File: src/rtl/cmf_pkg.sv
// Shared types and constants for the centered median filter.
// No dependencies; used by cmf_cell and centered_median_filter.
package cmf_pkg;

    localparam int DATA_W     = 32;
    localparam int WS_W       = 6;
    localparam int SEEN_W     = 7;
    localparam int GRP_SIZE   = 8;
    localparam int APB_ADDR_W = 3;
    localparam int APB_DATA_W = 32;

    localparam logic [SEEN_W-1:0]       SEEN_MAX        = 7'd127;
    localparam logic [WS_W-1:0]         WS_RESET        = 6'd3;
    localparam logic [APB_ADDR_W-3:0]   REG_WINDOW_SIZE = '0;

    typedef logic signed [DATA_W-1:0] t_data;

    typedef enum logic [2:0] {
        ST_IDLE,
        ST_LOAD,
        ST_COUNT,
        ST_PICK,
        ST_EMIT
    } t_state;

    typedef struct packed {
        logic shift;
        logic load;
        logic count;
    } t_cell_ctl;

endpackage

File: src/rtl/cmf_cell.sv
// One window cell: y history tap, scan register and rank counter.
// Depends on cmf_pkg.
module cmf_cell #(
    parameter int RANK_W = 6
) (
    input  logic                  i_clk,
    input  cmf_pkg::t_cell_ctl    i_ctl,
    input  cmf_pkg::t_data        i_y,
    input  cmf_pkg::t_data        i_scan,
    input  cmf_pkg::t_data        i_bcast,
    input  logic                  i_done,
    input  logic [RANK_W-1:0]     i_target,
    output cmf_pkg::t_data        o_y,
    output cmf_pkg::t_data        o_scan,
    output logic                  o_done,
    output logic                  o_hit
);

    cmf_pkg::t_data      r_y;
    cmf_pkg::t_data      r_scan;
    logic                r_done;
    logic [RANK_W-1:0]   r_rank;
    logic                lower;

    // ties ordered by position: an equal value from a newer entry ranks lower
    assign lower = (i_bcast < r_y) || ((i_bcast == r_y) && !i_done);

    always_ff @(posedge i_clk) begin
        if (i_ctl.shift) begin
            r_y <= i_y;
        end
        if (i_ctl.load) begin
            r_scan <= r_y;
            r_done <= 1'b0;
            r_rank <= '0;
        end else if (i_ctl.count) begin
            r_scan <= i_scan;
            r_done <= i_done;
            if (lower) begin
                r_rank <= r_rank + RANK_W'(1);
            end
        end
    end

    assign o_y    = r_y;
    assign o_scan = r_scan;
    assign o_done = r_done;
    assign o_hit  = (r_rank == i_target);

endmodule

File: config.mk
export PLATFORM = sky130hd
export DESIGN_NAME = cmf_cell
export DESIGN_NICKNAME = d
export VERILOG_FILES = /design/src/rtl/cmf_pkg.sv /design/src/rtl/cmf_cell.sv
export SDC_FILE = /design/constraint.sdc
export NUM_CORES = 1
export LEC_CHECK = 0
export BUFFER_PORTS_ARGS = -buffer_cell sky130_fd_sc_hd__buf_2
export CORE_ASPECT_RATIO = 1.1
export CORE_MARGIN = 4
export CORE_UTILIZATION = 25
export DETAILED_ROUTE_END_ITERATION = 8
export PLACE_DENSITY_LB_ADDON = 0.08
export SYNTH_ARGS = -nofsm -noshare
export SYNTH_HDL_FRONTEND = slang
export SYNTH_SLANG_ARGS = --single-unit
File: constraint.sdc
create_clock -name i_clk -period 3 [get_ports i_clk]
set_input_delay 0.6 -clock i_clk [delete_from_list [all_inputs] [get_ports i_clk]]
set_output_delay 0.6 -clock i_clk [all_outputs]
set_load 0.02 [all_outputs]
After elaboration in Yosys (flattened, before gate mapping)
Index checks and enable logic that the tools add are counted.
Widths: inputs -> output; s select.
{"block": "classes", "addsub": 1, "order_cmp": 1, "n_eq_ne": 2, "mux": 2, "reduce_logical": 5}
{"cell": "$mux 32", "n": 2}
{"cell": "$eq 32x32->1", "n": 1}
{"cell": "$lt 32x32->1", "n": 1}
{"cell": "$add 6x1->6 const B", "n": 1}
{"cell": "$eq 6x6->1", "n": 1}
{"cell": "$reduce_and 2->1", "n": 1}
{"cell": "$reduce_bool 2->1", "n": 1}
{"cell": "$logic_and 1x1->1", "n": 1}
{"cell": "$logic_not 1->1", "n": 1}
{"cell": "$logic_or 1x1->1", "n": 1}
{"block": "word_totals", "register_bits": 71, "input_bits": 107, "output_inout_bits": 66, "elab_cells": 15}

Logic depth before layout (Yosys ltp)
{"block": "logic_depth", "word_depth": 4, "depth_mapped": 9, "depth_no_buf": 9}

Worst setup path before layout
No wires, ideal clock.
{"block": "synth_path", "path_type": "input to register", "startpoint": "input port i_bcast[30]", "endpoint": "register r_rank[2]", "setup_time_ps": 123, "t_arrival_ps": 2415, "required_time_ps": 2877, "setup_slack_ps": 462, "cell_stages": 8, "path_buffers": 0, "cell_sequence": "ha_1 nand4_1 nor3_1 a211oi_1 a21oi_1 a41oi_4 a211oi_1 mux2_1"}
{"block": "synth_via", "elab_chain_cells": 4, "word_cells_on_any_way": 5}
{"item": "start, declared", "line_no": "cmf_cell.sv:10", "text": "input cmf_pkg::t_data i_bcast,"}
{"item": "branches (longest 2 deep; another with $lt 32x32->1)"}
{"item": "$logic_or 1x1->1 *", "line_no": "cmf_cell.sv:26", "text": "assign lower = (i_bcast < r_y) || ((i_bcast == r_y) && !i_done);"}
{"item": "$reduce_and 2->1 (no source line) *"}
{"item": "end signal, assigned", "line_no": "cmf_cell.sv:40", "text": "r_rank <= r_rank + RANK_W'(1);"}
{"item": "end, declared", "line_no": "cmf_cell.sv:22", "text": "logic [RANK_W-1:0] r_rank;"}
Mark *: on every way between the ends.
A chain may end at the register's enable or synchronous reset.

Final worst setup path
{"block": "layout_path", "startpoint": "register r_y[14], in the netlist o_y[14]", "endpoint": "register r_rank[5]"}
{"block": "layout_via", "elab_chain_cells": 4, "word_cells_on_any_way": 5}
{"item": "start, declared", "line_no": "cmf_cell.sv:19", "text": "cmf_pkg::t_data r_y;"}
{"item": "start signal, assigned", "line_no": "cmf_cell.sv:30", "text": "r_y <= i_y;"}
{"item": "branches (longest 2 deep; another with $lt 32x32->1)"}
{"item": "$logic_or 1x1->1 *", "line_no": "cmf_cell.sv:26"}
{"item": "$reduce_and 2->1 (no source line) *"}
Marked as above.

==> out/metrics.cfg <==
[run_status]
status = finished, final reports clean

[timing]
fmax_mhz = 390
relSlewSlack_pct = 43.0
hold_violations = 0
period_minus_slack_ns = 2.57
setup_ws_ns = 0.435
worstMarginPinSlew_ns = 0.854
period_share_pct = 85.5
rsz0062_at_grt = no
fin_hold_ws_ns = 0.441
finalSetupViolations = 0
fin_setup_tns_ns = 0
final_max_slew_viol_count = 0
clock_skew_ns = 0.00598

[grt]
grt_pass1_wl_um = 15300
grt_max_degree = 33
grt.overflow.total = 0
grt_antenna_before_repair = 0
grt.total_usage_pct = 12.5
grt_pass1_vias = 2877

[critical_path]
slowest_stage = edfxtp_1
crit_type = reg -> reg
cp-start-kind = register
arrival_ns = 2.78
r2r_start = o_y[14]$_DFFE_PP_
cp-endpoint = r_rank[5]$_SDFFE_PP0P_
reg2reg_to = r_rank[5]$_SDFFE_PP0P_
r2r_slack_ns = 0.43
r2r.worst_path.cells = 8
critPathMaxStageDelay_ns = 0.37
endpoint_kind = register
critical_path_required_ns = 3.21
crit_path_start = o_y[14]$_DFFE_PP_
worstPathCellList = inv_1 -> ha_1 -> nand4_1 -> or3_1 -> nor3_1 -> nand3b_1 -> a211oi_1 -> mux2_1
path_max_fanout = 6

[drt]
drc = 0
post_drt_wl_per_cell_um = 15.7
antenna_left = 0
drtIter0Drc = 67
vias = 2698
first_pass_iters = 4
wirelength_um = 10100
viasPerCell = 4.20

[synth]
avgSynthCellArea_sq_um = 13.5
ys_seq_elements = 71
synth_edf_count = 64
synth_ff_type = edfxtp_1
synthDistinctLibCells = 38
synth_area_leaders = edfxtp_1, ha_1, mux2_2
syn_nets = 408
syn_inst = 268
synth.top_cell.area_share_pct = 53.2
synth.largest_area_cell = edfxtp_1
ys_seq_area_share_pct = 57.1
ys_warn_count = 0
netlist_area_sq_um = 3610
async_flop_share_pct = 0

[die]
ios = 173
die_w_um = 123
die-area_sq_um = 16400
num_rows = 45
dieHeight_um = 134
start_util_pct = 25.9
coreArea_sq_um = 14000

[power_and_ir_drop]
p_leak_nw = 2.29
p_per_area_nw_per_um2 = 546
report.power.total_mw = 2.74
ir_worst_vdd_v = 0.000272

[layout]
diodes = 0
syn2layout_area_growth_pct = 38.8
drive_above_1_share_pct = 49.7
fin_util_pct = 35.9
fin_cells = 643
fill_cells = 1467
fin_nets = 590
stdcell_area_sq_um = 5010

[clock_network]
cts.sinks = 71
worstSkewPairLatency_ns = 0.33
cts_hold_buffers = 0
cts_buffers = 9
cts.reportedPaths.clkPinSlew_ns = 0.06
cts_setup_buffers = 0
cts_tree = yes
cts_root_buf = clkbuf_16
clk_path_buf_depth = 2
cts_resized = 0
htree_num_levels = 3

[run]
maxCapViolCount = 0

[place]
placed_cell_area_sq_um = 4730
gp_congestion = 0.675
place_ws_ns = 0.0637
place_inst = 627
dp_hpwl_um = 7970
place.port_buffers = 172

[worst_hold_path]
hold_path.class = in -> reg

power by group:
group	total (mW)	internal (mW)	switching [mW]
logic	0.497	0.211	0.285
registers	1.22	1.18	0.0413
clock network	1.02	0.632	0.389
total	2.74	2.02	0.715
registers in the layout (all words and copies together) (netlist names):
| signal | cells |
|---|---|
| o_scan | 32 |
| o_y | 32 |
| o_done | 1 |
| r_rank | 6 |
cell usage in the layout (no fill, tap or decap), types with 2 or more instances in the layout:
master     count
buf_2        172
edfxtp_1      64
inv_1         35
ha_1          33
mux2_2        32
a21oi_1       15
clkbuf_16      9
nand4_1        7
dfxtp_1        7
nor2_1         6
nand2_1        6
nand3_1        6
nor3_1         5
nor2b_1        5
a211oi_1       5
xnor2_1        4
clkinv_1       4
mux2_1         4
o211ai_1       3
buf_4          3
xor2_1         2
o21ai_0        2
nand4_2        2
a21boi_0       2
a211o_1        2
clkinv_2       2
worst max-delay path: cells and delay by family (launching register included):
| kind | cells | cell delay [ns] |
|---|---|---|
| compound gates | 1 | 0.33 |
| flops | 1 | 0.37 |
| buf+inv | 1 | 0.05 |
| fa+ha+maj | 1 | 0.31 |
| simple gates | 4 | 1.05 |
| mux | 1 | 0.34 |
worst min-delay path by stage:
stage | start | end | slack [ns] | cells past startpoint
after floorplan | r_rank[1]$_SDFFE_PP0P_ | r_rank[1]$_SDFFE_PP0P_ | 0.51 | 2
after global placement | o_done$_SDFFE_PP0P_ | o_done$_SDFFE_PP0P_ | 0.47 | 2
after detailed placement | o_done$_SDFFE_PP0P_ | o_done$_SDFFE_PP0P_ | 0.48 | 2
after CTS | i_y[20] | o_y[20]$_DFFE_PP_ | 0.42 | 1
after global routing | i_y[23] | o_y[23]$_DFFE_PP_ | 0.42 | 1
final | i_y[20] | o_y[20]$_DFFE_PP_ | 0.44 | 1
area by class of cell:
| cell class | instances | area [sq um] | area share [%] |
|---|---|---|---|
| clock buffers | 10 | 229 | 4.57 |
| clock inverters | 6 | 51.3 | 1.02 |
| inverters | 37 | 139 | 2.77 |
| multi-input cells | 155 | 1390 | 27.7 |
| flip-flops and latches | 71 | 2060 | 41.2 |
| well taps | 188 | 235 | 4.70 |
| repair buffers | 176 | 903 | 18.0 |
logic make-up (layout without fill, tap and decap cells):
family	count (synthesis)	after routing	synth area share [%]
simple gates	42	42	6.93
mux	37	37	11.5
buf+inv	42	229	4.37
flops	71	71	57.1
fa+ha+maj	33	33	11.4
compound gates	37	37	7.18
xor+xnor	6	6	1.46
cells in the mapped netlist (all sizes together), types with 3 or more instances:
cell	number
edfxtp	64
inv	36
mux2	36
ha	33
a21oi	15
nand4	9
dfxtp	7
nand2	6
nand3	6
nor2	6
a211oi	5
clkbuf	5
nor2b	5
nor3	5
xnor2	4
a21boi	3
o211ai	3
o21ai	3
layer usage:
layer  global-route usage [%]  share of wire (%)  up-vias
met3                     3.50                6.9       11
met2                     22.1                 52       84
li1                         -                  -     1361
met1                     13.9                 39     1242
met5                        0                  0        -
met4                     5.23                1.6        0
Note: power is estimated with default switching activity, not from simulation.
